==> src/sv/spq_pkg.sv <==
package spq_pkg;

  localparam int SPQ_DEPTH   = 64;
  localparam int KEY_W       = 32;
  localparam int ID_W        = 8;
  localparam int FILL_W      = 7;
  localparam int IN_TDATA_W  = 40;
  localparam int OUT_TDATA_W = 24;
  localparam int ENTRY_W     = KEY_W + ID_W;

  typedef enum logic {
    REQ_INSERT = 1'b0,
    REQ_POP    = 1'b1
  } req_type_t;

  typedef struct packed {
    logic [ID_W-1:0]  id;
    logic [KEY_W-1:0] key;
  } entry_t;

  typedef struct packed {
    logic [FILL_W-1:0] fill_level;
    logic              was_full;
    logic              was_empty;
    logic [ID_W-1:0]   popped_id;
    logic              done_res;
  } result_t;

endpackage

==> src/sv/sorted_priority_queue.sv <==
// Sequencing: a pop goes IDLE, POP, RESP; a rejected pop or insert goes from IDLE to RESP;
//   an insert runs READ and CMP for each held entry whose key is greater than the new key
//   (one RAM read and one write each) and for the first one that is not, if any, then PUT, RESP.
// Throughput: one transaction at a time; in_tready is high only while the sequencer idles.
// Entries sit in one circular RAM, sorted from head; pop only advances the head pointer.
// Reset (rst_n low, synchronous) empties the queue; RAM contents are left as they are.
module sorted_priority_queue #(
  parameter int DEPTH = spq_pkg::SPQ_DEPTH
) (
  input  logic                             clk,
  input  logic                             rst_n,
  input  logic                             in_tvalid,
  output logic                             in_tready,
  input  logic [spq_pkg::IN_TDATA_W-1:0]   in_tdata,  // key[31:0], request_id[39:32]
  input  logic                             in_tuser,  // req_type
  output logic                             out_tvalid,
  input  logic                             out_tready,
  output logic [spq_pkg::OUT_TDATA_W-1:0]  out_tdata  // done_res, popped_id, was_empty,
                                                      // was_full, fill_level, zero pad
);
  import spq_pkg::*;

  localparam int AW = $clog2(DEPTH);
  localparam int CW = $clog2(DEPTH + 1);

  typedef enum logic [5:0] {
    S_IDLE = 6'b000001,
    S_READ = 6'b000010,
    S_CMP  = 6'b000100,
    S_PUT  = 6'b001000,
    S_POP  = 6'b010000,
    S_RESP = 6'b100000
  } state_t;

  state_t          state_r, state_nxt;
  logic [AW-1:0]   head_r, head_nxt;
  logic [AW-1:0]   tail_r, tail_nxt;
  logic [AW-1:0]   hole_r, hole_nxt;
  logic [CW-1:0]   count_r, count_nxt;
  logic [CW-1:0]   left_r, left_nxt;
  entry_t          new_r, new_nxt;
  result_t         res_r, res_nxt;
  logic            out_valid_r, out_valid_nxt;
  result_t         out_data_r, out_data_nxt;

  logic            wr_en;
  logic [AW-1:0]   wr_addr;
  entry_t          wr_data;
  logic [AW-1:0]   rd_addr;
  logic [ENTRY_W-1:0] rd_raw;
  entry_t          rd_entry;

  function automatic logic [AW-1:0] ptr_inc(input logic [AW-1:0] a);
    ptr_inc = (a == AW'(DEPTH - 1)) ? '0 : a + AW'(1);
  endfunction

  function automatic logic [AW-1:0] ptr_dec(input logic [AW-1:0] a);
    ptr_dec = (a == '0) ? AW'(DEPTH - 1) : a - AW'(1);
  endfunction

  spq_ram #(
    .WIDTH (ENTRY_W),
    .DEPTH (DEPTH)
  ) u_ram (
    .clk     (clk),
    .wr_en   (wr_en),
    .wr_addr (wr_addr),
    .wr_data (wr_data),
    .rd_addr (rd_addr),
    .rd_data (rd_raw)
  );

  assign rd_entry   = entry_t'(rd_raw);
  assign in_tready  = (state_r == S_IDLE);
  assign out_tvalid = out_valid_r;
  assign out_tdata  = OUT_TDATA_W'(out_data_r);

  always_comb begin
    state_nxt     = state_r;
    head_nxt      = head_r;
    tail_nxt      = tail_r;
    hole_nxt      = hole_r;
    count_nxt     = count_r;
    left_nxt      = left_r;
    new_nxt       = new_r;
    res_nxt       = res_r;
    out_valid_nxt = out_valid_r;
    out_data_nxt  = out_data_r;
    wr_en         = 1'b0;
    wr_addr       = hole_r;
    wr_data       = new_r;
    rd_addr       = (state_r == S_POP) ? head_r : ptr_dec(hole_r);

    if (out_valid_r && out_tready) begin
      out_valid_nxt = 1'b0;
    end

    case (state_r)
      S_IDLE: begin
        if (in_tvalid) begin
          new_nxt.key = in_tdata[KEY_W-1:0];
          new_nxt.id  = in_tdata[ENTRY_W-1:KEY_W];
          res_nxt     = '0;
          hole_nxt    = tail_r;
          left_nxt    = count_r;
          if (req_type_t'(in_tuser) == REQ_POP) begin
            if (count_r == '0) begin
              res_nxt.was_empty  = 1'b1;
              res_nxt.fill_level = FILL_W'(count_r);
              state_nxt          = S_RESP;
            end else begin
              state_nxt = S_POP;
            end
          end else if (count_r == CW'(DEPTH)) begin
            res_nxt.was_full   = 1'b1;
            res_nxt.fill_level = FILL_W'(count_r);
            state_nxt          = S_RESP;
          end else if (count_r == '0) begin
            state_nxt = S_PUT;
          end else begin
            state_nxt = S_READ;
          end
        end
      end
      S_READ: begin
        state_nxt = S_CMP;
      end
      S_CMP: begin
        if ($signed(rd_entry.key) > $signed(new_r.key)) begin
          wr_en    = 1'b1;
          wr_data  = rd_entry;
          hole_nxt = ptr_dec(hole_r);
          left_nxt = left_r - CW'(1);
          state_nxt = (left_r == CW'(1)) ? S_PUT : S_READ;
        end else begin
          state_nxt = S_PUT;
        end
      end
      S_PUT: begin
        wr_en              = 1'b1;
        tail_nxt           = ptr_inc(tail_r);
        count_nxt          = count_r + CW'(1);
        res_nxt.done_res   = 1'b1;
        res_nxt.fill_level = FILL_W'(count_r + CW'(1));
        state_nxt          = S_RESP;
      end
      S_POP: begin
        state_nxt = S_RESP;
      end
      S_RESP: begin
        if (!out_valid_r || out_tready) begin
          out_valid_nxt = 1'b1;
          out_data_nxt  = res_r;
          state_nxt     = S_IDLE;
        end
      end
      default: begin
        state_nxt = S_IDLE;
      end
    endcase

    if (state_r == S_RESP && res_r.done_res == 1'b0 && res_r.was_empty == 1'b0
        && res_r.was_full == 1'b0) begin
      res_nxt.done_res   = 1'b1;
      res_nxt.popped_id  = rd_entry.id;
      res_nxt.fill_level = FILL_W'(count_r - CW'(1));
      head_nxt           = ptr_inc(head_r);
      count_nxt          = count_r - CW'(1);
      out_valid_nxt      = out_valid_r && !out_tready;
      state_nxt          = S_RESP;
    end
  end

  always_ff @(posedge clk) begin
    if (!rst_n) begin
      state_r     <= S_IDLE;
      head_r      <= '0;
      tail_r      <= '0;
      count_r     <= '0;
      out_valid_r <= 1'b0;
    end else begin
      state_r     <= state_nxt;
      head_r      <= head_nxt;
      tail_r      <= tail_nxt;
      count_r     <= count_nxt;
      out_valid_r <= out_valid_nxt;
    end
    hole_r     <= hole_nxt;
    left_r     <= left_nxt;
    new_r      <= new_nxt;
    res_r      <= res_nxt;
    out_data_r <= out_data_nxt;
  end

endmodule

==> src/sv/spq_ram.sv <==
module spq_ram #(
  parameter int WIDTH = 8,
  parameter int DEPTH = 64
) (
  input  logic                     clk,
  input  logic                     wr_en,
  input  logic [$clog2(DEPTH)-1:0] wr_addr,
  input  logic [WIDTH-1:0]         wr_data,
  input  logic [$clog2(DEPTH)-1:0] rd_addr,
  output logic [WIDTH-1:0]         rd_data
);

  logic [WIDTH-1:0] mem [DEPTH];

  always_ff @(posedge clk) begin
    if (wr_en) begin
      mem[wr_addr] <= wr_data;
    end
    rd_data <= mem[rd_addr];
  end

endmodule

==> config.mk <==
export PLATFORM = sky130hd
export DESIGN_NAME = sorted_priority_queue
export DESIGN_NICKNAME = d
export VERILOG_FILES = /design/src/sv/spq_pkg.sv /design/src/sv/sorted_priority_queue.sv /design/src/sv/spq_ram.sv
export SDC_FILE = /design/constraint.sdc
export NUM_CORES = 2
export LEC_CHECK = 0
export BUFFER_PORTS_ARGS = -buffer_cell sky130_fd_sc_hd__buf_2
export CAP_MARGIN = 20
export CORE_UTILIZATION = 46
export CTS_BUF_LIST = sky130_fd_sc_hd__clkbuf_8
export CTS_CLUSTER_SIZE = 25
export DETAILED_ROUTE_END_ITERATION = 8
export GPL_ROUTABILITY_DRIVEN = 0
export PLACE_DENSITY = 0.65
export SKIP_LAST_GASP = 1
export SLEW_MARGIN = 20
export SYNTH_ARGS = -nofsm -noshare
export SYNTH_HDL_FRONTEND = slang
export SYNTH_HIERARCHICAL = 1
export SYNTH_SLANG_ARGS = --single-unit
==> constraint.sdc <==
create_clock -name clk -period 12.6 [get_ports clk]
set_input_delay 2.52 -clock clk [delete_from_list [all_inputs] [get_ports clk]]
set_output_delay 2.52 -clock clk [all_outputs]
set_load 0.02 [all_outputs]
Word level (Yosys, flattened, before mapping)
Memory sizes are Yosys's and may differ from the RTL's. A register that Yosys moved wholly into a read port is not among the register bits.
Index checks and enable logic that the tools add are counted.
Cells by class
  $add $sub $neg: 6
  $lt $le $gt $ge: 1
  eq/ne operators: 15
  muxes and demuxes: 44
  bitwise operators: 4
  reduce and logical (&&, ||, !) cells: 26
Operators with widths (number)
  $mux 40: 2
  $mux 6: 12
  $mux 7: 7
  $gt 32x32->1: 1
  $pmux 6 s5: 1
  $pmux 7 s2: 2
  $eq 6x6->1 const B: 3
  $mux 18: 1
  $mux 8: 2
  $reduce_and 2->1: 7
  $sub 7x1->7 const B: 2
  $add 6x1->6 const B: 2
  $mux 4: 3
  $pmux 6 s2: 1
  $mux 1: 10
  $reduce_bool 2->1: 5
  $mux 9: 1
  $add 7x1->7 const B: 1
  $eq 7x1->1 const B: 1
  $eq 7x7->1 const B: 1
  $logic_not 7->1: 1
  $eq 6x1->1 const B: 1
  $eq 6x2->1 const B: 1
  $eq 6x3->1 const B: 1
  14 further kinds: 27
Word-level totals
  register bits after elaboration: 115
  RAM bits: 2560
  bits of input ports: 45
  output and inout port bits: 26
  logic and storage cells: 117
  memories kept: 1
Memories
  u_ram.mem: depth 64, bits a word 40, rd ports 1, clocked after memory_dff 1, wr ports 1, RTL line spq_ram.sv:13  | logic [WIDTH-1:0] mem [DEPTH];

Longest topological paths before layout
  depth after elaboration: 7
  mapped depth: 14
  mapped depth without buffers: 12

Hierarchy
The synthesis kept the hierarchy.
By module, submodules not included
  spq_ram: times used 1, cells an instance 4195, area an instance 97836.3 um^2, sequential area each 77674.5 um^2
  sorted_priority_queue: times used 1, cells an instance 542, area an instance 6222.2 um^2, sequential area each 3183.1 um^2

Worst setup path after synthesis
No wires, ideal clock.
  path kind: register -> register
  start: register new_r[7] (netlist name)
  end: memory u_ram/mem[48][0] (netlist name), enable pin
  library setup time: 0.487 ns
  arrival time: 5.536 ns
  required time: 12.113 ns
  path slack: 6.577 ns
  cell stages (with the launch flop): 15
  path buffers: 2
  period minus slack after synthesis: 6.023 ns
  cells stage by stage: edfxtp_1 -> inv_1 -> ha_1 -> a21oi_2 -> o21ai_1 -> a221o_1 -> o31a_1 -> o31ai_1 -> and3_1 -> buf_6 -> buf_8 -> or2_2 -> nor2b_1 -> nand4b_1 -> nor3_1
On the way
  cells in the longest elaborated chain, start to end: 5
RTL lines
  start, declared: RTL line sorted_priority_queue.sv:41  | entry_t new_r, new_nxt;
  start signal, assigned: RTL line sorted_priority_queue.sv:190  | new_r <= new_nxt;
  $gt 32x32->1: RTL line sorted_priority_queue.sv:129  | if ($signed(rd_entry.key) > $signed(new_r.key)) begin
  $mux 1: RTL line sorted_priority_queue.sv:129
  $pmux 1 s2: RTL line sorted_priority_queue.sv:98  | case (state_r)
  net wr_en: RTL line sorted_priority_queue.sv:46  | logic wr_en;
  $mux 1: RTL line spq_ram.sv:16  | if (wr_en) begin
  $mux 1 (not written as such): RTL line spq_ram.sv:17  | mem[wr_addr] <= wr_data;
  end, declared: RTL line spq_ram.sv:13
The timed path passes the listed nets, and every way through them passes these cells.

Worst setup path after layout
  start: register new_r[31] (netlist name)
  end: memory u_ram/mem[23][27] (netlist name), enable pin
Same word-level chain as after synthesis.

==> metrics.txt <==
slowest stage delay, CP=0.92 ns; Startpoint Class=flip-flop; initial drt markers=5642; Final #Nets=5197; WL/cell=30.0 um; Internal=17.2 mW; most used cell, CP=nand4_1; die footprint=228000 um2; Initial Util=46.3%; vias in the first global route=51200; final slew viol count=0; # rows=174; fin crit period=6.39 ns; ys flop type=edfxtp_1; antenna violations before repair=7; worst setup path category=flip-flop to flip-flop; largest cells by area after synthesis=edfxtp_1 (76%), mux4_2 (13%), dfxtp_1 (1.3%); CTS tree=built; outcome=complete, but fails checks; Mapped Cells=4737; DIE WIDTH=478 um; drt drc=24; Yosys cell types=62; Max Clock Freq=157 MHz; Layout Utilization=51.6%; Worst Max-Slew Pin Slew=1.23 ns; syn avg cell area=22.0 um2; residual antenna-violating net count after detailed routing=0; CTS resizes=0; Clk pwr share=26.3%; sequential share of the synthesized area=77.7%; endpoint class of the critical path=flip-flop; Syn-to-layout area delta=11.5%; net load switching power=8.56 mW; top-area cell type share of the netlist area=76.4%; CTS clk-pin slew, worst paths=0.06 ns; Post-synth EDFFs=2648; Post-synth ARST share=0%; Synth area leader=edfxtp_1; Clock Skew=0.0566 ns; Worst-Skew Late Latency=1.11 ns; Placed Cells=7665; Die Y-Extent=478 um; final hold vios=0; TritonRoute pass-1 iters=7; area of the core=225000 um2; Hold Crit Class=flip-flop to flip-flop; Reg2Reg Setup Slack=6.21 ns; clock root buffer=clkbuf_8; I/O pin total=71; area of the multi-input gates=22300 um2; largest net degree at the start of global routing=118; sequential group share of total power=42.3%; cell-by-cell listing of the critical path=inv_1, ha_1, nand4_1, nor2_1, a221o_1, a211o_1, o31ai_1, and3_4, or2_2, nand4_1, nor2_4, buf_4; Port Buffers=64; RSZ-0062 raised after global routing=false; worst vdd ir=0.199 mV; GRT Residual Overflow=0; CTS hold repair buffers=0; Pleak=37.0 nW; Slew headroom=17.9%; final wirelength=252000 um; Register Area=80900 um2; Synth Register Bits=2715; number of setup buffers added after CTS=0; Gate power share=31.5%; Setup Viol. Count Final=0; CTS Buf Count=437; Power Density=222 nW/um2; routed vias/inst=6.00; yosys warns=6; htree depth=5; period utilization=50.7%; max cap viols=0; required time of the critical path=13.29 ns; Crit Path Max Fanout=42; Final HPWL DP=138000 um; failing checks=DRC; Cell Area, Synth=104000 um2; final std cells w/o fill=8427; fill cell total of the finished layout=17400; layout cells sized above 1=27.2%; most common cell after layout, fill and taps aside=edfxtp_1; first-pass GRT wire length=364000 um; via count=50500; most frequent cells in the layout=edfxtp_1 (2648), mux4_2 (608), clkbuf_8 (459), inv_1 (201), o22ai_1 (146); setup TNS=0 ns; Critical Path AT=7.08 ns; Crit-path slowest cell=o31ai_1; sw frac=33.2%; CTS max path bufs=4; Total GRT Usage=22.1%; Clock Sinks=2715
through the flow:
stage          setup slack (ns)  area (um2)  hold slack [ns]  total power, mW
2_1_floorplan              6.58      104000            0.400             16.2
3_3_place_gp               6.39      108000            0.405             19.1
3_5_place_dp               6.33      108000            0.405             19.2
4_1_cts                    6.30      116000            0.417             25.9
5_1_grt                    6.07      116000            0.417             26.7
6_report                   6.21      116000            0.415             25.8
Yosys cell counts (12+ instances only):
cell,instances
a21oi_1,88
a221oi_1,36
a22o_1,16
a22oi_1,21
and2_1,25
buf_1,21
buf_2,81
buf_4,55
clkbuf_1,91
dfxtp_1,67
edfxtp_1,2648
ha_1,40
inv_1,41
mux2_2,41
mux2_4,38
mux2i_1,113
mux4_2,608
nand2_1,70
nand2b_1,17
nand3_1,18
nand4_1,14
nor2_1,128
nor2b_1,21
nor3_1,12
nor4_1,40
o21ai_0,35
o21ai_1,16
o221ai_1,42
o22a_1,27
o22ai_1,146
xnor2_1,15
worst max-delay path, delay by kind of cell, from the launching register on:
family	cells	cell delay [ns]
simple gates	6	2.95
flops	1	0.34
compound gates	3	1.54
buf+inv	2	0.67
fa+ha+maj	1	0.38
final timing paths:
| kind | start | endpoint | cells past startpoint |
|---|---|---|---|
| worst min register to register | res_r[7] | out_tdata[7] | 0 |
| worst max register to register | new_r[31] | u_ram/mem[23][27] | 12 |
| worst max-delay path | new_r[31] | u_ram/mem[23][27] | 12 |
| worst min-delay path | res_r[7] | out_tdata[7] | 0 |
kinds of logic (layout without fill, tap and decap cells):
family / Yosys count / after routing / synth area share [%]
AO/OA/AOI/OAI: 472 / 472 / 3.04
XOR/XNOR: 21 / 21 / 0.177
adder cells (fa/ha/maj): 40 / 40 / 0.481
buffers and inverters: 302 / 991 / 1.51
flip-flops: 2715 / 2715 / 77.7
multiplexers: 800 / 800 / 15.2
other: 1 / 10 / 0.00360
AND/OR/NAND/NOR: 386 / 386 / 1.85
layout make-up:
type / count / area share [%]
Clock inverter: 299 / 1.14
Inverter: 41 / 0.134
Multi-Input combinational cell: 1725 / 19.2
Tap cell: 2992 / 3.23
Clock buffer: 459 / 5.44
Timing Repair Buffer: 192 / 1.18
Sequential cell: 2715 / 69.7
Antenna cell: 4 / 0.00862
metal layers:
metal | GRT usage (%) | wire length (um) | vias up
met5 | 0 | 13 | -
met4 | 8.43 | 9300 | 2
met3 | 4.02 | 20300 | 401
met2 | 34.9 | 121000 | 2385
met1 | 30.8 | 102000 | 26900
li1 | - | - | 20800
state kept, by name, indices dropped and copies added, names as in the netlist, 7 cells and up:
name           cells
new_r             40
u_ram/rd_data     40
out_tdata         18
u_ram/mem       2560
left_r             7
res_r             18
count_r            7
power groups by stage:
stage          clock network (mW)  logic (mW)  registers (mW)
3_5_place_dp                    0        8.12            11.1
6_report                     6.76        8.11            10.9
4_1_cts                      6.90        8.15            10.9
5_1_grt                      7.28        8.47            10.9
2_1_floorplan                   0        5.17            11.0
3_3_place_gp                    0        8.06            11.1
No activity file was read; power rests on OpenSTA's default activity.
